<file path="src/mf3w_pkg.sv">
package mf3w_pkg;

    // Default and fixed sizes of the block.
    localparam int MAX_WIDTH_DEF = 2048;
    localparam int PIX_W         = 8;
    localparam int CFGW_W        = 12;
    localparam int CFGH_W        = 16;
    localparam int ADDR_W        = 3;
    localparam int DATA_W        = 32;

    // Queue between the front and back parts.
    localparam int QUEUE_DEPTH = 4;
    localparam int QPTR_W      = 2;
    localparam int QLVL_W      = 3;

    // Number of taps in the 3x3 neighborhood and width of a rank within it.
    localparam int TAPS   = 9;
    localparam int RANK_W = 4;

    // Register indexes on the configuration port (address bit 2).
    localparam logic REG_IMAGE_WIDTH  = 1'b0;
    localparam logic REG_IMAGE_HEIGHT = 1'b1;

    // Reset values of the configuration registers.
    localparam logic [CFGW_W-1:0] IMAGE_WIDTH_RESET  = 12'd640;
    localparam logic [CFGH_W-1:0] IMAGE_HEIGHT_RESET = 16'd480;

    // Input word: item kind and pixel.
    typedef struct packed {
        logic             func;
        logic [PIX_W-1:0] pixel;
    } in_word_t;

    // Result word.
    typedef struct packed {
        logic [PIX_W-1:0] filtered;
        logic             frame_last;
    } out_word_t;

    // Configuration registers.
    typedef struct packed {
        logic [CFGW_W-1:0] image_width;
        logic [CFGH_W-1:0] image_height;
    } cfg_t;

    // One output position: its neighborhood, which taps lie inside the image, and
    // the end-of-frame flag. Tap index is row*3 + column, upper-left first.
    typedef struct packed {
        logic [TAPS-1:0][PIX_W-1:0] vals;
        logic [TAPS-1:0]            mask;
        logic                       frame_last;
    } job_t;

endpackage

</file>
<file path="src/mf3w_back.sv">
module mf3w_back (
    input  logic                aclk,
    input  logic                aresetn,
    input  logic                q_valid,
    input  mf3w_pkg::job_t      q_job,
    output logic                pop,
    output logic                m_valid,
    input  logic                m_ready,
    output mf3w_pkg::out_word_t m_data
);

    localparam int PIX_W  = mf3w_pkg::PIX_W;
    localparam int TAPS   = mf3w_pkg::TAPS;
    localparam int RANK_W = mf3w_pkg::RANK_W;

    // Rank stage.
    logic                              s1_valid_reg, s1_valid_next;
    logic [TAPS-1:0][PIX_W-1:0]        s1_vals_reg;
    logic [TAPS-1:0]                   s1_mask_reg;
    logic                              s1_fl_reg;
    logic [TAPS-1:0][RANK_W-1:0]       s1_rank_reg;
    logic [RANK_W-1:0]                 s1_n_reg;

    // Output register.
    logic                m_valid_reg, m_valid_next;
    mf3w_pkg::out_word_t m_data_reg;

    logic [TAPS-1:0][RANK_W-1:0] rank_c;
    logic [RANK_W-1:0]           n_c;
    logic                        out_adv;
    logic                        s1_adv;
    logic [RANK_W-1:0]           lo_k;
    logic [RANK_W-1:0]           hi_k;
    logic [TAPS-1:0]             lo_match;
    logic [TAPS-1:0]             hi_match;
    logic [PIX_W-1:0]            lo_val;
    logic [PIX_W-1:0]            hi_val;
    logic [PIX_W:0]              mid_sum;
    logic [PIX_W-1:0]            filt_c;

    // Stage enables: each stage moves when the one after it is free or moving.
    assign out_adv = !m_valid_reg || m_ready;
    assign s1_adv  = s1_valid_reg && out_adv;
    assign pop     = q_valid && (!s1_valid_reg || out_adv);

    always_comb begin
        s1_valid_next = s1_valid_reg;
        if (pop) begin
            s1_valid_next = 1'b1;
        end else if (s1_adv) begin
            s1_valid_next = 1'b0;
        end
        m_valid_next = m_valid_reg;
        if (s1_adv) begin
            m_valid_next = 1'b1;
        end else if (m_ready) begin
            m_valid_next = 1'b0;
        end
    end

    // Rank of each valid tap among the valid taps; ties go by tap index.
    always_comb begin
        n_c = '0;
        for (int i = 0; i < TAPS; i++) begin
            rank_c[i] = '0;
            if (q_job.mask[i]) begin
                n_c = n_c + RANK_W'(1);
            end
            for (int j = 0; j < TAPS; j++) begin
                if ((j != i) && q_job.mask[j] &&
                    ((q_job.vals[j] < q_job.vals[i]) ||
                     ((q_job.vals[j] == q_job.vals[i]) && (j < i)))) begin
                    rank_c[i] = rank_c[i] + RANK_W'(1);
                end
            end
        end
    end

    // Pick the two middle ranks; for an odd count both are the same tap.
    assign lo_k = (s1_n_reg - RANK_W'(1)) >> 1;
    assign hi_k = s1_n_reg >> 1;
    always_comb begin
        lo_val = '0;
        hi_val = '0;
        for (int i = 0; i < TAPS; i++) begin
            lo_match[i] = s1_mask_reg[i] && (s1_rank_reg[i] == lo_k);
            hi_match[i] = s1_mask_reg[i] && (s1_rank_reg[i] == hi_k);
            lo_val = lo_val | (lo_match[i] ? s1_vals_reg[i] : '0);
            hi_val = hi_val | (hi_match[i] ? s1_vals_reg[i] : '0);
        end
        mid_sum = {1'b0, lo_val} + {1'b0, hi_val};
        filt_c  = (s1_n_reg == '0) ? '0 : mid_sum[PIX_W:1];
    end

    always_ff @(posedge aclk) begin
        if (!aresetn) begin
            s1_valid_reg <= 1'b0;
            m_valid_reg  <= 1'b0;
        end else begin
            s1_valid_reg <= s1_valid_next;
            m_valid_reg  <= m_valid_next;
        end
    end

    // Stage payloads.
    always_ff @(posedge aclk) begin
        if (pop) begin
            s1_vals_reg <= q_job.vals;
            s1_mask_reg <= q_job.mask;
            s1_fl_reg   <= q_job.frame_last;
            s1_rank_reg <= rank_c;
            s1_n_reg    <= n_c;
        end
        if (s1_adv) begin
            m_data_reg.filtered   <= filt_c;
            m_data_reg.frame_last <= s1_fl_reg;
        end
    end

    assign m_valid = m_valid_reg;
    assign m_data  = m_data_reg;

    // Ranks among valid taps are distinct, so at most one tap matches each.
    a_lo_unique: assert property (@(posedge aclk) disable iff (!aresetn)
        s1_valid_reg |-> $onehot0(lo_match))
        else $error("two taps share the lower middle rank");

    a_hi_unique: assert property (@(posedge aclk) disable iff (!aresetn)
        s1_valid_reg |-> $onehot0(hi_match))
        else $error("two taps share the upper middle rank");

endmodule

</file>
<file path="config.mk">
export PLATFORM = sky130hd
export DESIGN_NAME = mf3w_back
export DESIGN_NICKNAME = d
export VERILOG_FILES = /design/src/mf3w_pkg.sv /design/src/mf3w_back.sv
export SDC_FILE = /design/constraint.sdc
export NUM_CORES = 1
export LEC_CHECK = 0
export BUFFER_PORTS_ARGS = -buffer_cell sky130_fd_sc_hd__buf_2
export CAP_MARGIN = 0
export CORE_ASPECT_RATIO = 0.7
export CORE_UTILIZATION = 37
export CTS_BUF_LIST = sky130_fd_sc_hd__clkbuf_2 sky130_fd_sc_hd__clkbuf_4 sky130_fd_sc_hd__clkbuf_8
export DETAILED_ROUTE_END_ITERATION = 7
export GPL_TIMING_DRIVEN = 0
export PLACE_DENSITY = 0.54
export SLEW_MARGIN = 10
export SYNTH_ARGS = -nofsm -noshare
export SYNTH_HDL_FRONTEND = slang
export SYNTH_SLANG_ARGS = --single-unit
</file>
<file path="constraint.sdc">
create_clock -name aclk -period 13.7 [get_ports aclk]
set_clock_uncertainty 0.05 [all_clocks]
set_input_delay 2.74 -clock aclk [delete_from_list [all_inputs] [get_ports aclk]]
set_output_delay 2.74 -clock aclk [all_outputs]
set_load 0.02 [all_outputs]
</file>
Word-level counts from Yosys, hierarchy flattened
Cells that the tools add are included.
{"block": "word_totals", "ff_bits": 133, "out_inout_bits": 11}
{"block": "op_classes", "n_addsub": 73, "n_lt_le_gt_ge": 72, "n_eq_ne": 54, "muxes": 103, "bitwise": 16, "n_reduce_logical": 135}
{"op": "$lt A8 B8 Y1", "count": 72}
{"op": "$eq A8 B8 Y1", "count": 36}
{"op": "$mux W4", "count": 71}
{"op": "$add A4 B1 Y4 const B", "count": 62}
{"op": "$mux W8", "count": 18}
{"op": "$or A8 B8 Y8", "count": 16}
{"op": "$logic_and A1 B1 Y1", "count": 92}
{"op": "$eq A4 B3 Y1", "count": 18}
{"op": "$logic_or A1 B1 Y1", "count": 38}
{"op": "$add A1 B1 Y2 const B", "count": 9}
{"op": "$mux W1", "count": 14}
{"op": "$add A8 B8 Y9", "count": 1}
{"op": "$logic_not A4 Y1", "count": 1}
{"op": "$reduce_bool A2 Y1", "count": 2}
{"op": "$sub A4 B1 Y4 const B", "count": 1}
{"op": "$logic_not A1 Y1", "count": 2}

Logic depth before layout (Yosys ltp)
Gate-level depths: netlist (run 1).
{"block": "depth", "ltp_word": 18, "depth_mapped": 29, "depth_no_buf": 29}

Least setup slack after synthesis (run 1)
OpenSTA, ideal clock, no wires.
{"block": "synth_timing", "path_type": "input port to output port", "start": "input m_ready", "end": "output pop", "t_arrival_ps": 12052, "t_required_ps": 10910, "setup_slack_ps": -1142, "cell_stages": 2, "n_path_buf": 0, "cell_sequence": "nor2b_1 -> a21boi_0"}
{"block": "synth_via", "elab_chain_len": 3}
{"item": "from (decl)", "line": "mf3w_back.sv:8", "source": "input logic m_ready,"}
{"item": "$logic_or A1 B1 Y1", "line": "mf3w_back.sv:42", "source": "assign out_adv = !m_valid_reg || m_ready;"}
{"item": "$logic_or A1 B1 Y1", "line": "mf3w_back.sv:44", "source": "assign pop = q_valid && (!s1_valid_reg || out_adv);"}
{"item": "$logic_and A1 B1 Y1", "line": "mf3w_back.sv:44"}
{"item": "to (decl)", "line": "mf3w_back.sv:6", "source": "output logic pop,"}
Every way passes these cells.

==> impl_metrics.tcl, run 1 <==
set metrics [dict create \
    use_met1 0.411 \
    hold_path.class "flop to flop" \
    diodes 0 \
    yosysTopAreaCellShare 0.261 \
    max-slew-margin-rel 0.0948 \
    drt_iter0_drc 1901 \
    top_usage_layer "met1" \
    reg2reg_depth 18 \
    period_share 0.584 \
    crit_path_start "q_job[75]" \
    path_clk_slew_ns 0.10 \
    syn_inst 2009 \
    timing.rr.end "m_data[6]$_SDFFCE_PN0P_" \
    slew_viol_final 0 \
    grtUsageTotal 0.275 \
    yosysWarnings 0 \
    fp.dieArea_um2 50800 \
    wl_per_cell_um 24.8 \
    multi_input_area_um2 13800 \
    largest_reg_flops 72 \
    synth_edf_count 131 \
    worstPathArrival_ns 8.18 \
    seq_area_frac_synth 0.215 \
    end_kind "flop" \
    min_period_ns 8.00 \
    r2r_slack_ns 8.44 \
    area_growth_pct 10.8 \
    seqCellArea_um2 3970 \
    async_reset_ff_frac 0 \
    holdWs_ns 0.381 \
    crit_type "primary input to flop" \
    grt-ovfl-total 0 \
    drtAntennaViolNets 0 \
    core-area_um2 49300 \
    clock_latency_ns 0.49 \
    setup-violations-final 0 \
    ys_types 99 \
    nets 2608 \
    syn_nets 2481 \
    antenna_found_initial 3 \
    hpwl_um 55000 \
    cts_tree "yes" \
    fin_cells 2814 \
    grt_pass1_vias 15977 \
    start_kind "primary input" \
    hold_buffers 0 \
    vias 16764 \
    power_density_nw_per_um2 128 \
    irDropWorstVdd_uv 71.5 \
    worstPathMaxFanout 6 \
    grt_pass1_wl_um 102000 \
    drv_cap 0 \
    leakage_nw 8.99 \
    wirelength_um 69800 \
    rsz0062_at_grt "no" \
    io_pins 97 \
    max_freq_mhz 125 \
    fin_ws_ns 5.70 \
    grt_max_degree 26 \
    finalCoreUtilization 0.415 \
    use_met3 0.0464 \
    placementRows 68 \
    dr.pass1.iters 6 \
    hold_viol_final 0 \
    cts_root_buf "clkbuf_8" \
    dieWidth_um 269 \
    place_inst 2782 \
    via_per_inst 5.96 \
    io_buffers 96 \
    postSynthAreaPerCell_um2 9.19 \
    drc 0 \
    ys_top_cells_by_area "ha_1, edfxtp_1, xnor2_1" \
    tightestPinTransition_ns 1.35 \
    pre_cts_slack_ns 5.28 \
    syn_area_um2 18500 \
    cts_buffer_depth 2 \
    status "completed" \
    cts-buffers-inserted 17 \
    cts_resized 0 \
    r2r-start "s1_n_reg[1]$_DFFE_PP_" \
    synth_ff_type "edfxtp_1" \
    fillCellCount 4859 \
    htree_levels 4 \
    cp.required_ns 13.88 \
    start_util 0.375 \
    cts_sinks 133 \
    crit_end "s1_rank_reg[34]$_DFFE_PP_" \
    die_height_um 189 \
    met2_usage 0.395 \
    ys_seq_elements 133 \
    cts_setup_buffers 0 \
    gp_congestion 0.928 \
    yosys.area.top_type "ha_1" \
    layout-drive-gt1-share 0.108 \
]
-- Yosys cell counts (all sizes together), types with 16 or more instances --
| library cell | number |
|---|---|
| nor2b | 39 |
| and3 | 19 |
| nand2b | 31 |
| mux2 | 21 |
| a21o | 34 |
| ha | 385 |
| xor2 | 103 |
| mux2i | 18 |
| nand3 | 63 |
| a222oi | 16 |
| xnor2 | 117 |
| o21ai | 91 |
| nor2 | 96 |
| nand4 | 64 |
| o21a | 25 |
| o211ai | 34 |
| inv | 163 |
| a22oi | 21 |
| a21oi | 138 |
| nor3 | 24 |
| nor4 | 21 |
| nand2 | 128 |
| edfxtp | 131 |
-- per-stage QoR --
step / cell area (µm²) / TNS, ns / power, mW
after floorplan: 18500 / 0 / 1.78
after global placement: 19800 / -1.78 / 2.15
after detailed placement: 20000 / 0 / 2.23
after CTS: 20400 / 0 / 2.59
after global routing: 20500 / 0 / 2.81
final: 20500 / 0 / 2.61
-- critical path, stage by stage --
cell and delay, ns:
buf_2 0.14, inv_1 0.30, ha_1 0.32, nor2b_1 0.14, o21a_1 0.16, o21a_1 0.15
o21ai_0 0.14, a21oi_1 0.09, o31ai_1 0.45, and2_1 0.40, ha_1 0.33, xnor2_1 0.39
inv_1 0.09, ha_1 0.30, a21boi_0 0.30, xnor2_1 0.19, mux2i_1 0.11, ha_1 0.31
o21ai_0 0.08, o211ai_1 0.15, mux2_2 0.30, ha_1 0.19, nand2_1 0.07, xor3_1 0.33
-- layout make-up --
class / instances / area share
Buffer: 23 / 0.00551
Clock buffer: 17 / 0.0114
Clock inverter: 15 / 0.00826
Inverter: 165 / 0.0305
Multi-Input combinational cell: 1688 / 0.677
Sequential cell: 133 / 0.194
Tap cell: 665 / 0.0407
Timing Repair Buffer: 108 / 0.0327
-- worst min path at each step --
stage          slack, ns                 from  cells after the start                   to
6_report            0.38  s1_fl_reg$_DFFE_PP_                      0  m_data[0]$_DFFE_PP_
5_1_grt             0.40  s1_fl_reg$_DFFE_PP_                      0  m_data[0]$_DFFE_PP_
4_1_cts             0.38  s1_fl_reg$_DFFE_PP_                      0  m_data[0]$_DFFE_PP_
3_5_place_dp        0.36  s1_fl_reg$_DFFE_PP_                      0  m_data[0]$_DFFE_PP_
3_3_place_gp        0.35  s1_fl_reg$_DFFE_PP_                      0  m_data[0]$_DFFE_PP_
2_1_floorplan       0.35  s1_fl_reg$_DFFE_PP_                      0  m_data[0]$_DFFE_PP_
-- report_power, final --
group / leakage (nW) / total (mW) / internal, mW / switching (mW)
Sequential: 1.30 / 0.597 / 0.553 / 0.0446
Clock: 0.204 / 0.357 / 0.167 / 0.191
Combinational: 7.48 / 1.66 / 0.665 / 0.993
-- cell families (layout without fill, tap and decap cells) --
group                    Yosys count  after routing  synth area share
AND/OR/NAND/NOR                  546            546             0.159
AO/OA/AOI/OAI                    488            488             0.178
adder cells (fa/ha/maj)          386            386             0.262
XOR/XNOR                         229            229             0.123
buffers and inverters            188            328            0.0399
flip-flops                       133            133             0.215
multiplexers                      39             39            0.0226
-- placed cells by master (no fill, tap or decap), types with 7 or more instances in the layout --
cell type	count
a211o_1	15
nand2_1	128
o21a_1	25
a31oi_1	11
buf_2	105
o21ai_0	80
clkbuf_8	17
nand2b_1	31
a21oi_1	136
a22o_1	14
and3_1	17
a222oi_1	16
nand4_1	64
xor2_1	99
nor2_1	93
clkbuf_1	13
a211oi_1	11
and2_1	13
inv_1	159
xnor2_2	8
o21ai_1	10
a22oi_1	21
mux2_2	20
o211ai_1	33
nor2b_1	39
nor4_2	12
a21o_1	34
ha_1	385
nor3_1	20
edfxtp_1	131
nand3_1	63
a221oi_1	14
mux2i_1	18
or2_2	7
xnor2_1	107
-- routing by layer --
layer	vias up	part of all wire
met4	0	0.028
met5	-	0
met2	800	0.40
met3	107	0.096
met1	8066	0.47
li1	7791	-
Note: power is estimated with default switching activity, not from simulation.
==> run 2, diff against run 1 <==
PLACE_DENSITY = 0.52   (was 0.54)
clock period = 8 ns   (was 13.7 ns; I/O delays follow)
==> run 2 against run 1 <==
  * The flow now finishes with violations (design-rule violations)
  * Total power grew 72%
  * Critical path depth shrank 2
  * Global-route usage shrank 0.16 points
  * Via count shrank 1.2%
  * Sequential share of layout area is essentially flat
  * Non-clock buffer count shrank 1
  * Die area is the same
  * Routed wire length is essentially flat
==> impl_metrics.tcl, run 2 (synthesized netlist as in run 1, its figures left out) <==
set metrics [dict create \
    htree_levels 4 \
    core-area_um2 49300 \
    dieWidth_um 269 \
    cts_setup_buffers 0 \
    clkPwrFrac 0.138 \
    start_kind "primary input" \
    wl_per_cell_um 24.8 \
    area_growth_pct 10.8 \
    path_clk_slew_ns 0.10 \
    grt_max_degree 26 \
    max-slew-margin-rel 0.0736 \
    cts_buffer_depth 2 \
    final_cell_mix "ha_1, inv_1, a21oi_1, edfxtp_1, nand2_1" \
    worstPathMaxFanout 7 \
    met2_usage 0.403 \
    power_frac_seq 0.228 \
    cp.required_ns 8.20 \
    tightestPinTransition_ns 1.38 \
    fin_setup_tns_ns 0 \
    setup-violations-final 0 \
    hold_buffers 0 \
    grt-ovfl-total 0 \
    hpwl_um 55300 \
    status "finished with violations" \
    total_power_mw 4.48 \
    drv_cap 0 \
    slew_viol_final 0 \
    cts_sinks 133 \
    placementRows 68 \
    vias 16568 \
    antenna_found_initial 1 \
    grtUsageTotal 0.273 \
    largest_reg_flops 72 \
    cts_tree "yes" \
    end_kind "flop" \
    fp.dieArea_um2 50800 \
    die_height_um 189 \
    hold_path.class "flop to flop" \
    drt_iter0_drc 1853 \
    use_met1 0.400 \
    worstPathArrival_ns 7.00 \
    switching_share 0.469 \
    hold_viol_final 0 \
    layout-drive-gt1-share 0.108 \
    cts-buffers-inserted 17 \
    finalCoreUtilization 0.415 \
    wirelength_um 69700 \
    nets 2607 \
    p_sw_mw 2.10 \
    power_density_nw_per_um2 219 \
    min_period_ns 6.79 \
    via_per_inst 5.89 \
    fillCellCount 4761 \
    drtAntennaViolNets 0 \
    dr.pass1.iters 8 \
    pwr-share-comb 0.634 \
    leakage_nw 8.98 \
    period_share 0.849 \
    grt_pass1_wl_um 101000 \
    use_met3 0.0627 \
    final_common_cell "ha_1" \
    gp_congestion 0.945 \
    diodes 0 \
    max_freq_mhz 147 \
    top_usage_layer "met2" \
    internal_power_mw 2.38 \
    grt_pass1_vias 15709 \
    violations "design-rule violations" \
    cts_resized 0 \
    rsz0062_at_grt "no" \
    clock_latency_ns 0.50 \
    start_util 0.375 \
    io_pins 97 \
    irDropWorstVdd_uv 114 \
    cts_root_buf "clkbuf_8" \
    crit_type "primary input to flop" \
    drc 1 \
    io_buffers 96 \
]
[run 2: changes by cell type in the layout (fill, tap and decap cells not counted), sizes merged]
cell      before  now
buf          118  117
clkbuf        30   31
clkinv         6    3
clkinvlp       1    3
[run 2: worst max-delay path: stages]
cell and delay [ns]:
buf_2 0.12, inv_1 0.42, ha_1 0.36, a21oi_1 0.19
o21a_1 0.17, nor2_1 0.04, o21ai_0 0.47, and2_1 0.38
ha_1 0.31, xnor2_1 0.32, xor2_1 0.52, inv_1 0.17
ha_1 0.35, xnor2_1 0.16, nor3_1 0.07, a31oi_1 0.14
o21ai_0 0.12, ha_1 0.34, nand2_1 0.06, o21ai_0 0.11
ha_1 0.31, mux2_2 0.26
[run 2: worst paths after layout]
path                                             from                   endpoint  slack, ns  depth (start not counted)
worst min register to register    s1_fl_reg$_DFFE_PP_        m_data[0]$_DFFE_PP_       0.40                          0
worst max-delay path                        q_job[59]  s1_rank_reg[25]$_DFFE_PP_       1.21                         22
worst min-delay path              s1_fl_reg$_DFFE_PP_        m_data[0]$_DFFE_PP_       0.40                          0
worst max register to register  s1_n_reg[1]$_DFFE_PP_    m_data[6]$_SDFFCE_PN0P_       2.79                         18
[run 2: layout make-up]
type                    instances  area [µm²]  share of cell area
clock buffers                  18         248              0.0121
clock inverters                14         163             0.00795
multi-input cells            1688       13900               0.678
flip-flops and latches        133        3970               0.194
well taps                     665         832              0.0407
inverters                     165         624              0.0305
plain buffers                  23         113             0.00551
repair buffers                107         638              0.0312
[run 2: per-stage QoR]
step	instances	worst slack [ns]	hold slack [ns]	cell area, µm²
after global routing	2813	0.864	0.413	20500
final	2813	1.21	0.396	20500
after CTS	2813	1.34	0.409	20400
after floorplan	2009	1.30	0.350	18500
after detailed placement	2781	0.809	0.386	20000
after global placement	2770	-1.05	0.366	19800
[run 2: power groups by stage]
| stage | sequential (mW) | clock [mW] | combinational [mW] |
|---|---|---|---|
| 6_report | 1.02 | 0.619 | 2.84 |
| 5_1_grt | 1.03 | 0.654 | 3.12 |
| 4_1_cts | 1.02 | 0.625 | 2.79 |
| 3_5_place_dp | 1.04 | 0 | 2.77 |
| 3_3_place_gp | 1.04 | 0 | 2.63 |
| 2_1_floorplan | 1.04 | 0 | 1.99 |
[run 2: per-layer routing]
layer	wire length, µm	vias up
met5	0	-
met4	1430	0
met3	6550	87
met2	28400	713
met1	33400	7968
li1	-	7800
