--- config.mk ---
export PLATFORM = sky130hd
export DESIGN_NAME = mf3w_queue
export DESIGN_NICKNAME = d
export VERILOG_FILES = /design/src/mf3w_pkg.sv /design/src/mf3w_queue.sv
export SDC_FILE = /design/constraint.sdc
export NUM_CORES = 1
export LEC_CHECK = 0
export BUFFER_PORTS_ARGS = -buffer_cell sky130_fd_sc_hd__buf_2
export CORE_MARGIN = 5
export CORE_UTILIZATION = 55
export CTS_BUF_LIST = sky130_fd_sc_hd__clkbuf_8
export DETAILED_ROUTE_END_ITERATION = 6
export GPL_ROUTABILITY_DRIVEN = 1
export GPL_TIMING_DRIVEN = 0
export PLACE_DENSITY_LB_ADDON = 0.05
export SLEW_MARGIN = 20
export SYNTH_ARGS = -nofsm -noshare
export SYNTH_HDL_FRONTEND = slang
export SYNTH_SLANG_ARGS = --single-unit
--- constraint.sdc ---
create_clock -name aclk -period 3.3 [get_ports aclk]
set_clock_uncertainty 0.1 [all_clocks]
set_input_delay 0.33 -clock aclk [delete_from_list [all_inputs] [get_ports aclk]]
set_output_delay 0.33 -clock aclk [all_outputs]
set_load 0.03 [all_outputs]
--- src/mf3w_pkg.sv ---
package mf3w_pkg;

    // Default and fixed sizes of the block.
    localparam int MAX_WIDTH_DEF = 2048;
    localparam int PIX_W         = 8;
    localparam int CFGW_W        = 12;
    localparam int CFGH_W        = 16;
    localparam int ADDR_W        = 3;
    localparam int DATA_W        = 32;

    // Queue between the front and back parts.
    localparam int QUEUE_DEPTH = 4;
    localparam int QPTR_W      = 2;
    localparam int QLVL_W      = 3;

    // Number of taps in the 3x3 neighborhood and width of a rank within it.
    localparam int TAPS   = 9;
    localparam int RANK_W = 4;

    // Register indexes on the configuration port (address bit 2).
    localparam logic REG_IMAGE_WIDTH  = 1'b0;
    localparam logic REG_IMAGE_HEIGHT = 1'b1;

    // Reset values of the configuration registers.
    localparam logic [CFGW_W-1:0] IMAGE_WIDTH_RESET  = 12'd640;
    localparam logic [CFGH_W-1:0] IMAGE_HEIGHT_RESET = 16'd480;

    // Input word: item kind and pixel.
    typedef struct packed {
        logic             func;
        logic [PIX_W-1:0] pixel;
    } in_word_t;

    // Result word.
    typedef struct packed {
        logic [PIX_W-1:0] filtered;
        logic             frame_last;
    } out_word_t;

    // Configuration registers.
    typedef struct packed {
        logic [CFGW_W-1:0] image_width;
        logic [CFGH_W-1:0] image_height;
    } cfg_t;

    // One output position: its neighborhood, which taps lie inside the image, and
    // the end-of-frame flag. Tap index is row*3 + column, upper-left first.
    typedef struct packed {
        logic [TAPS-1:0][PIX_W-1:0] vals;
        logic [TAPS-1:0]            mask;
        logic                       frame_last;
    } job_t;

endpackage

--- src/mf3w_queue.sv ---
module mf3w_queue (
    input  logic                        aclk,
    input  logic                        aresetn,
    input  logic                        push_valid,
    input  mf3w_pkg::job_t              push_job,
    input  logic                        pop,
    output logic                        q_valid,
    output mf3w_pkg::job_t              q_job,
    output logic [mf3w_pkg::QLVL_W-1:0] q_level
);

    mf3w_pkg::job_t                    slot_reg [mf3w_pkg::QUEUE_DEPTH];
    logic [mf3w_pkg::QPTR_W-1:0]       wr_ptr_reg, wr_ptr_next;
    logic [mf3w_pkg::QPTR_W-1:0]       rd_ptr_reg, rd_ptr_next;
    logic [mf3w_pkg::QLVL_W-1:0]       level_reg, level_next;
    logic                              do_pop;

    assign q_valid = (level_reg != '0);
    assign q_job   = slot_reg[rd_ptr_reg];
    assign q_level = level_reg;
    assign do_pop  = pop && q_valid;

    // Pointer and level updates.
    always_comb begin
        wr_ptr_next = push_valid ? wr_ptr_reg + 1'b1 : wr_ptr_reg;
        rd_ptr_next = do_pop ? rd_ptr_reg + 1'b1 : rd_ptr_reg;
        level_next  = level_reg;
        if (push_valid && !do_pop) begin
            level_next = level_reg + 1'b1;
        end else if (!push_valid && do_pop) begin
            level_next = level_reg - 1'b1;
        end
    end

    always_ff @(posedge aclk) begin
        if (!aresetn) begin
            wr_ptr_reg <= '0;
            rd_ptr_reg <= '0;
            level_reg  <= '0;
        end else begin
            wr_ptr_reg <= wr_ptr_next;
            rd_ptr_reg <= rd_ptr_next;
            level_reg  <= level_next;
        end
    end

    // Entry storage.
    always_ff @(posedge aclk) begin
        if (push_valid) begin
            slot_reg[wr_ptr_reg] <= push_job;
        end
    end

    // A push never lands in a full queue.
    a_push_room: assert property (@(posedge aclk) disable iff (!aresetn)
        push_valid |-> (level_reg != mf3w_pkg::QLVL_W'(mf3w_pkg::QUEUE_DEPTH)) || do_pop)
        else $error("push into full queue");

endmodule

==> Word-level counts from Yosys, hierarchy flattened <==
Memory sizes are Yosys's and may differ from the RTL's. A register that Yosys moved wholly into a read port is not among the register bits.
Cells that the tools add are included.
{ "classes": {"add_sub_neg": 4, "n_mux": 6, "n_reduce_logical": 7} }
{ "op_table": {"columns": ["operator", "n"], "rows": [
  ["$mux W3", 2],
  ["$add A2 B1 Y2 const B", 2],
  ["$mux W2", 2],
  ["$add A3 B1 Y3 const B", 1],
  ["$logic_and A1 B1 Y1", 3],
  ["$reduce_bool A3 Y1", 1],
  ["$sub A3 B1 Y3 const B", 1],
  ["$logic_not A1 Y1", 2],
  ["$mux W1", 2],
  ["$reduce_bool A2 Y1", 1]
]} }
{ "totals": {"reg_bits": 7, "ram_bits": 328, "inputBits": 86, "out_inout_bits": 86, "wordCells": 21, "memories": 1} }
{ "memory_table": {"columns": ["name", "depth", "word_bits", "read_ports", "rd_clocked_by_memory_dff", "write_ports", "line", "source"], "rows": [
  ["slot_reg", 4, 82, 1, 1, 1, "mf3w_queue.sv:12", "mf3w_pkg::job_t slot_reg [mf3w_pkg::QUEUE_DEPTH];"]
]} }

==> Depth between registers and ports, before layout <==
Gate-level depths: netlist of run 1.
{ "logic_depth": {"word_depth": 5, "ltp_mapped": 7, "mapped_depth_nobuf": 7} }

==> Worst setup path before layout of run 1 <==
OpenSTA, ideal clock, no wires.
{ "synth_timing": {"path_type": "reg2reg", "start": "register wr_ptr_reg[0] (netlist name)", "end": "memory slot_reg[0][0] (netlist name), enable pin", "arrival_ns": 2.449, "path_slack_ns": 0.302, "stages_incl_launch_ff": 4, "path_buffers": 0, "period_less_slack_ns": 2.998, "path_cell_list": "dfxtp_1 > inv_1 > ha_1 > and2_1"} }
{ "synth_rtl": {"columns": ["item", "line", "source"], "rows": [
  ["start, declared", "mf3w_queue.sv:13", "logic [mf3w_pkg::QPTR_W-1:0] wr_ptr_reg, wr_ptr_next;"],
  ["start signal, assigned", "mf3w_queue.sv:41", "wr_ptr_reg <= wr_ptr_next;"],
  ["end, declared", "mf3w_queue.sv:12", null]
]} }
Straight into the memory's write port.

==> impl_results.md, run 1 <==
- Status: finished clean
- Worst skew pair latency: roughly 0.53 ns
- Relative slew slack: ~54%
- Hold Fails Final Rpt: 0
- Min-Delay Endpoint: wr_ptr_reg[1]
- Placed cell area: between 10000 and 15000 µm²
- Worst r2r path cells: 7
- M1 GR Usage: 23.5%
- Layout cell share with drive strength beyond 1: 40.6%
- Global-route wire length before repair: roughly 36000 µm
- DR pass1 iterations: 4
- Chip height: ~160 µm
- DIE AREA: approximately 26000 µm²
- Worst hold path stage count: 3
- # DRC: 0
- Synth cell count leaders: edfxtp_1 (328), mux4_2 (81), and2_1 (9), dfxtp_1 (9)
- NumNets Final: 874
- Post-DR wirelength/cell: roughly 20 µm
- Max-cap violations: 0
- CTS buffer count: between 50 and 60
- GRT Util Overall: between 10% and 20%
- Post-synth EDFFs: between 300 and 400
- Vias: about 6000
- Placement row count: 54
- Min Clock Period, post-route: around 2.8 ns
- Required @ worst endpoint: about 2.9 ns
- Syn. warnings: 0
- Detailed Place HPWL: approximately 13000 µm
- Most used routing layer: met2
- Setup Fix Bufs, Post-CTS: 0
- Layout area overhead: 24.4%
- Max reg flops: between 300 and 400
- Crit. End Element: output port
- Max Fanout on Critical Path: 10
- Final Cell Area: approximately 15000 µm²
- Slew @ Worst Pin: about 0.69 ns
- Die Wd: 160 µm
- Critical Path AT: 2.32 ns
- Worst setup margin: around 0.55 ns
- Leading register cell type out of synthesis: edfxtp_1
- Clk sinks: 337
- Distinct cell type count after synthesis: 21
- Ranking of synthesized cells by area: edfxtp_1 (80%), mux4_2 (15%), dfxtp_1 (1.5%), buf_12 (1.3%), ha_1 (0.51%)
- Asr flop ratio synth: 0%
- Clock slew at reported path FFs: 0.06 ns
- Initial Utilization: roughly 56%
- Cts repair resizes: 0
- Core area: ~22000 µm²
- Final GP Congestion: 0.720
- Initial antenna violation count: 0
- Flop2flop setup slack: around 1.1 ns
- GRT overflow: 0
- HP Start: push_valid
- Delay of the slowest critical-path stage: 0.51 ns
- Lkg Pwr: around 5.4 nW
- Final setup TNS: 0 ns
- Fin crit share: a little over four fifths
- Root buf cell: clkbuf_8
- Worst-path cell chain: clkbuf_1 > buf_2 > mux4_2 > buf_2
- PortBufs: 171
- Met3 GRT Util: ~4.5%
- # IOs: 172
- Seq cells post-synth: 337
- CTS tree: done
- Routed Antenna Nets: 0
- Clk buf depth: 3
- H-tree lvl count: 2
- Kind of critical path: register to output port
- R2r startpoint: q_level[1]
- Pwr Density: slightly above 700 nW/µm²
- Peak VDD IR: about 0.50 mV
- Final setup viols: 0
- Initial drt markers: 383
- Place WS: around 1.0 ns
- RR Endpoint: q_level[2]
- Slowest CP cell: clkbuf_1
- Detailed Route WL: ~22000 µm
- Synth Instances: 470
- Proportion of synthesized chip area in sequential cells: 81.1%
- Vias in the first global route: ~6700
- WHS: between 0.1 and 0.15 ns
- Syn_area_per_cell: about 26 µm²
- Synth top area share: approximately 80%
- Diode count: 0
- Top cell type by total area after synthesis: edfxtp_1
- Worst hold path type: input pin to register
- Final Power: ~11 mW
- RSZ-0062 raised after global routing: false
- CP dominant cell by count: buf_2
- F_max: 0.363 GHz
- Via density: between 5 and 6
- Crit start category: register
- Largest net degree at the start of global routing: 47
- Met2 GRT Util: a little under a third
- Final Max Tran Viols: 0
- Cell Area, Synth: approximately 12000 µm²
- Hold-fix buffers, CTS: 83
- Most numerous cell in the Yosys netlist: edfxtp_1
- Post-Syn Nets: 562
## worst max path at each step
stage	cells after the start	to	from	slack, ns
6_report	4	q_job[30]	register	0.55
5_1_grt	4	q_job[43]	register	0.39
4_1_cts	4	q_job[43]	register	0.44
3_5_place_dp	4	q_job[43]	register	1.04
3_3_place_gp	3	slot_reg[2][27]	wr_ptr_reg[0]	-1.18
2_1_floorplan	3	slot_reg[0][0]	wr_ptr_reg[0]	0.30
## layer usage
layer  wire (µm)  share of wire (%)
met1        9230                 41
met2       11500                 51
met5           0                  0
met3        1310                5.9
met4         306                1.4
## final cells by class
class / count / area, µm²
tap: 280 / 350
buffer: 18 / 215
inverter: 3 / 11.3
timing repair buffer: 258 / 1800
multi-input combinational: 112 / 2120
clock buffer: 53 / 729
fill: 1388 / 6580
sequential: 337 / 10000
clock inverter: 34 / 128
## report_power, final
| part | total (mW) | internal (mW) | switching [mW] |
|---|---|---|---|
| registers | 5.01 | 4.94 | 0.0705 |
| clock network | 2.88 | 1.47 | 1.41 |
| logic | 3.19 | 1.36 | 1.83 |
| total | 11.1 | 7.76 | 3.31 |
## cells by family after synthesis
family / share of synthesized area [%]
AO/OA/AOI/OAI: 0.273
adder cells (fa/ha/maj): 0.668
flip-flops: 81.1
multiplexers: 15.1
AND/OR/NAND/NOR: 0.657
XOR/XNOR: 0.354
buffers and inverters: 1.83
## critical path, delay by kind of cell, from the launching register on
kind | cells | cell delay (ns)
flops | 1 | 0.30
mux | 1 | 0.38
buf+inv | 3 | 1.11
## cells in the final DEF, fill, tap and decap left out
cell,n
clkbuf_1,1
dlygate4sd3_1,83
mux4_2,81
dfxtp_1,9
buf_6,1
clkbuf_8,53
a21boi_0,1
o31ai_2,1
inv_1,28
fa_1,1
buf_16,4
o311ai_1,1
mux4_1,1
and2_4,4
buf_12,8
ha_1,5
clkinv_1,9
xor2_1,2
xnor2_1,3
nor2b_1,2
edfxtp_1,328
buf_2,179
or3_1,2
and2_1,5
mux2i_1,2
o21ai_0,1
## per-stage QoR
stage                     cells  util (%)
after detailed placement    925      62.4
after global routing       1095      70.1
after CTS                  1095      70.1
after floorplan             470         -
final                      1095      70.1
after global placement      921      61.8
(Power assumes the default switching activity.)
==> run 2, diff against run 1 <==
- CORE_UTILIZATION: 55 -> 53
- clock period: 3.3 -> 2.51 ns (I/O delays scaled with it)
==> impl_results.md, run 2 (synthesis results as in run 1) <==
- Status: finished clean
- Placement row count: 56 (+3.7%)
- Worst skew pair latency: 0.53 ns (about the same)
- Placed Instances: 964 (+4.2%)
- Via density: 5.14 (-5.5%)
- Max Fanout on Critical Path: 10 (unchanged)
- Max-cap violations: 0 (unchanged)
- Kind of critical path: register to output port
- Lkg Pwr: 5.38 nW (+0.21%)
- Final cell count without fillers: 1142 (+4.3%)
- Root buf cell: clkbuf_8
- GRT Util Overall: 17.6% (-0.27 points)
- DR pass1 iterations: 4 (unchanged)
- Final Max Tran Viols: 0 (unchanged)
- Clock slew at reported path FFs: 0.06 ns (about the same)
- # DRC: 0 (unchanged)
- Vias: 5866 (-1.4%)
- NumNets Final: 873 (-0.11%)
- Slew @ Worst Pin: 0.669 ns (-0.0224 ns)
- RSZ-0062 raised after global routing: false
- Detailed Place HPWL: 13600 µm (+2.2%)
- Diode count: 0 (unchanged)
- Global-route wire length before repair: 35800 µm (about the same)
- PortBufs: 171 (unchanged)
- Final GP Congestion: 0.724 (+0.51%)
- Die Wd: 163 µm (+1.8%)
- Critical Path AT: 2.06 ns (-0.26 ns)
- Largest net degree at the start of global routing: 46 (-2.1%)
- Initial antenna violation count: 0 (unchanged)
- Post-DR wirelength/cell: 19.9 µm (-2.4%)
- Pwr Density: 955 nW/µm² (+33%)
- F_max: 0.415 GHz
- Core area: 23200 µm² (+5.6%)
- # IOs: 172 (unchanged)
- Crit start category: register
- Routed Antenna Nets: 0 (unchanged)
- Chip height: 163 µm (+1.8%)
- Most frequent cells in the layout: edfxtp_1 (328), buf_2 (179), dlygate4sd3_1 (84)
- Initial Utilization: 53.3% (-3.0 points)
- Clk sinks: 337 (unchanged)
- Final setup viols: 0 (unchanged)
- Required @ worst endpoint: 2.16 ns (-0.71 ns)
- GRT overflow: 0 (unchanged)
- Worst hold path type: input pin to register
- CTS tree: done
- Max reg flops: 328 (unchanged)
- Peak VDD IR: 0.632 mV (+27%)
- Relative slew slack: 55.4% (+1.5 points)
- Initial drt markers: 343 (-10%)
- Clk buf depth: 3 (unchanged)
- Fin crit share: between 90% and 100%
- Vias in the first global route: 6592 (-1.2%)
- H-tree lvl count: 2 (unchanged)
- Layout cell share with drive strength beyond 1: 41.3% (+0.70 points)
- Flop2flop setup slack: 0.27 ns (-0.82 ns)
- Layout area overhead: 25.4%
- DIE AREA: 26500 µm² (+3.5%)
- Crit. End Element: output port
- Min Clock Period, post-route: between 2 and 2.5 ns
- Hold Fails Final Rpt: 0 (unchanged)
- Detailed Route WL: 22700 µm (+1.8%)
- Commonest non-fill, non-tap cell in the layout: edfxtp_1
- CTS buffer count: 51 (-1.9%)
- Final setup TNS: 0 ns (unchanged)
## run 2: path summary, 6_finish.rpt
kind,cells after the start,endpoint,from
worst min-delay path,4,rd_ptr_reg[0],pop
worst min register to register,2,q_level[2],q_level[2]
worst max-delay path,4,q_job[61],register
worst max register to register,7,q_level[2],q_level[1]
## run 2: per-stage QoR
stage	total power, mW	instance area (µm²)	utilization, %	hold slack, ns	setup WS (ns)
finish	14.8	15500	66.8	0.0663	0.103
global placement	10.8	13600	58.8	0.359	-0.391
detailed placement	10.9	13700	59.3	0.369	0.289
CTS	15.0	15500	66.8	0.0188	0.0557
global route	15.5	15500	66.8	0.0732	0.0289
floorplan	9.80	12400	-	0.250	0.347
## run 2: what timing repair did
item	in CTS	in global routing
buffers inserted	0	0
hold buffers	84	0
hold endpoints to repair	337	0
setup endpoints to repair	80	0
resized for setup	1	0
## run 2: layer usage
| metal | track usage, % | vias to the layer above | part of all wire [%] |
|---|---|---|---|
| met5 | 0 | - | 0 |
| met4 | 4.54 | 0 | 1.7 |
| met2 | 29.4 | 153 | 50 |
| met1 | 23.3 | 3012 | 42 |
| li1 | - | 2666 | - |
| met3 | 4.91 | 35 | 6.1 |
## run 2: report_power, final
part	switching (mW)	leakage [nW]	internal [mW]
Combinational	2.42	1.76	1.78
Sequential	0.108	3.09	6.49
Clock	1.95	0.536	2.06
## run 2: final cells by class
class,count,area [µm²]
Clock inverter,42,193
Sequential cell,337,10000
Fill cell,1529,7690
Clock buffer,53,729
Tap cell,319,399
Multi-Input combinational cell,112,2120
Inverter,3,11.3
Timing Repair Buffer,259,1810
Buffer,17,211
## run 2: worst max-delay path, stage by stage, from the launching register on
cell	delay, ns
dfxtp_1	0.34
buf_6	0.25
buf_12	0.19
mux4_2	0.53
buf_2	0.20
==> run 3, diff against run 2 <==
- PLACE_DENSITY: not set -> 0.77
- PLACE_DENSITY_LB_ADDON: 0.05 -> not set
- clock period: 2.51 -> 2.01 ns (I/O delays scaled with it)
==> impl_results.md, run 3 (synthesis results as in run 1) <==
- Worst setup margin: -0.308 ns (-0.411 ns)
- Most frequent cells in the layout: edfxtp_1 (328), buf_2 (90), dlygate4sd3_1 (85)
- Slew @ Worst Pin: 0.662 ns (-0.00733 ns)
- CTS tree: done
- Final Power: 20.3 mW (+37%)
- Flop2flop setup slack: -0.05 ns (-0.32 ns)
- GRT overflow: 0 (unchanged)
- Final Max Tran Viols: 0 (unchanged)
- Max Fanout on Critical Path: 6 (-4)
- Status: finished, violations left
- RSZ-0062 raised after global routing: true
- Layout cell share with drive strength beyond 1: 44.0% (+2.7 points)
- Failing checks: negative setup slack
- HP Start: push_job[44]
- Pwr Density: 1230 nW/µm² (+29%)
- Initial Utilization: 53.3% (unchanged)
- Kind of critical path: register to output port
- M1 GR Usage: 24.7% (+1.4 points)
- F_max: between 0.4 and 0.5 GHz
- DIE AREA: 26500 µm² (unchanged)
- Die Wd: 163 µm (unchanged)
- Crit. End Element: output port
- Lkg Pwr: 5.70 nW (+6.0%)
- # IOs: 172 (unchanged)
- Max reg flops: 328 (unchanged)
- Placed cell area: 13800 µm² (+0.15%)
- Vias: 6152 (+4.9%)
- Detailed Route WL: 26400 µm (+16%)
- Commonest non-fill, non-tap cell in the layout: edfxtp_1
- Root buf cell: clkbuf_8
- Detailed Place HPWL: 14000 µm (+2.9%)
- Max-cap violations: 0 (unchanged)
- Clock slew at reported path FFs: 0.06 ns (about the same)
- Chip height: 163 µm (unchanged)
- Placement row count: 56 (unchanged)
- CTS buffer count: 53 (+3.9%)
- Place WS: -0.219 ns (-0.508 ns)
- H-tree lvl count: 2 (unchanged)
- Fin crit share: 115%
- Largest net degree at the start of global routing: 43 (-6.5%)
- Via density: 5.30 (+3.2%)
- Worst r2r path cells: 7 (unchanged)
- Met2 GRT Util: 33.7% (+4.3 points)
- Peak VDD IR: 0.944 mV (+49%)
- Min Clock Period, post-route: about 2.3 ns
- R2r startpoint: q_level[2]
- Final Util: 70.8% (+3.9 points)
- Relative slew slack: 55.9% (+0.49 points)
- # DRC: 0 (unchanged)
- Most used routing layer: met2
- Final setup viols: 83 (+83)
- Critical Path AT: 2.02 ns (-0.04 ns)
- Clk sinks: 337 (unchanged)
- Vias in the first global route: 6788 (+3.0%)
- Worst skew pair latency: 0.56 ns (+0.03 ns)
- DR pass1 iterations: 4 (unchanged)
- Clk buf depth: 3 (unchanged)
- Fillers: 1345 (-12%)
- Final Cell Area: 16400 µm² (+5.8%)
- Final setup TNS: -22.27 ns (-22.27 ns)
- Hold Fails Final Rpt: 0 (unchanged)
- Post-DR wirelength/cell: 22.7 µm (+14%)
- Crit start category: register
- Worst hold path stage count: 2 (-2)
- Layout area overhead: 32.7%
- NumNets Final: 897 (+2.7%)
- GRT Util Overall: 19.3% (+1.7 points)
- Core area: 23200 µm² (unchanged)
- Worst hold path type: input pin to register
- Min-Delay Endpoint: slot_reg[3][44]
- Final GP Congestion: 0.702 (-3.1%)
- Global-route wire length before repair: 38700 µm (+8.0%)
- Required @ worst endpoint: 1.71 ns (-0.45 ns)
- Initial drt markers: 341 (-0.58%)
- Initial antenna violation count: 1 (+1)
- PortBufs: 171 (unchanged)
- Routed Antenna Nets: 0 (unchanged)
- Met3 GRT Util: 4.48% (-0.43 points)
- RR Endpoint: q_level[2]
## run 3: changes by cell type in the layout (fill, tap and decap cells not counted), moves of 4 or more
cell       change
buf_4         +13
buf_2         -89
and2_2         +4
buf_6         +82
clkbuf_16      +8
dfxtp_1        -4
clkinv_1       -4
dfxtp_4        +5
## run 3: critical path, cell delays in order (launching register included)
cell     delay, ns
dfxtp_4       0.41
buf_12        0.18
buf_16        0.14
mux4_2        0.54
buf_6         0.17
## run 3: how the worst max path moves through the flow
stage,startpoint,endpoint,slack [ns],depth (start not counted)
after floorplan,q_level[2],q_level[2],0.001,7
after global placement,register,q_job[7],-0.23,4
after detailed placement,register,q_job[8],-0.22,4
after CTS,register,q_job[7],-0.34,4
after global routing,register,q_job[1],-0.38,4
final,register,q_job[1],-0.31,4
## run 3: layout make-up
cell class | count | area, µm² | area share, %
clock buffers | 55 | 757 | 4.61
multi-input cells | 116 | 2160 | 13.2
plain buffers | 17 | 245 | 1.49
flip-flops and latches | 337 | 10000 | 61.2
repair buffers | 277 | 2640 | 16.1
well taps | 319 | 399 | 2.43
clock inverters | 35 | 143 | 0.869
inverters | 3 | 11.3 | 0.0686
diodes | 1 | 2.50 | 0.0152
## run 3: timing repair
action | CTS | global route
setup endpoints to repair | 155 | 166
gates resized for setup | 183 | 2
pin swaps | 2 | 3
cloned | 4 | 10
hold buffers | 85 | 0
hold endpoints to repair | 337 | 0
setup buffers | 5 | 2
## run 3: per-layer routing
metal  up-vias  wire, µm
met5         -         0
met4         0       517
met3        50      1440
met2       214     14100
met1      3176     10300
li1       2712         -
## run 3: per-stage QoR
step,hold WS (ns),std cells
3_3_place_gp,0.310,960
2_1_floorplan,0.200,470
4_1_cts,0.252,1147
3_5_place_dp,0.319,964
5_1_grt,0.260,1160
6_report,0.286,1160
## run 3: power breakdown
part / total, mW / switching, mW / internal [mW]
clock: 4.95 / 2.44 / 2.51
combinational: 7.01 / 3.43 / 3.58
sequential: 8.29 / 0.167 / 8.12
total: 20.3 / 6.04 / 14.2
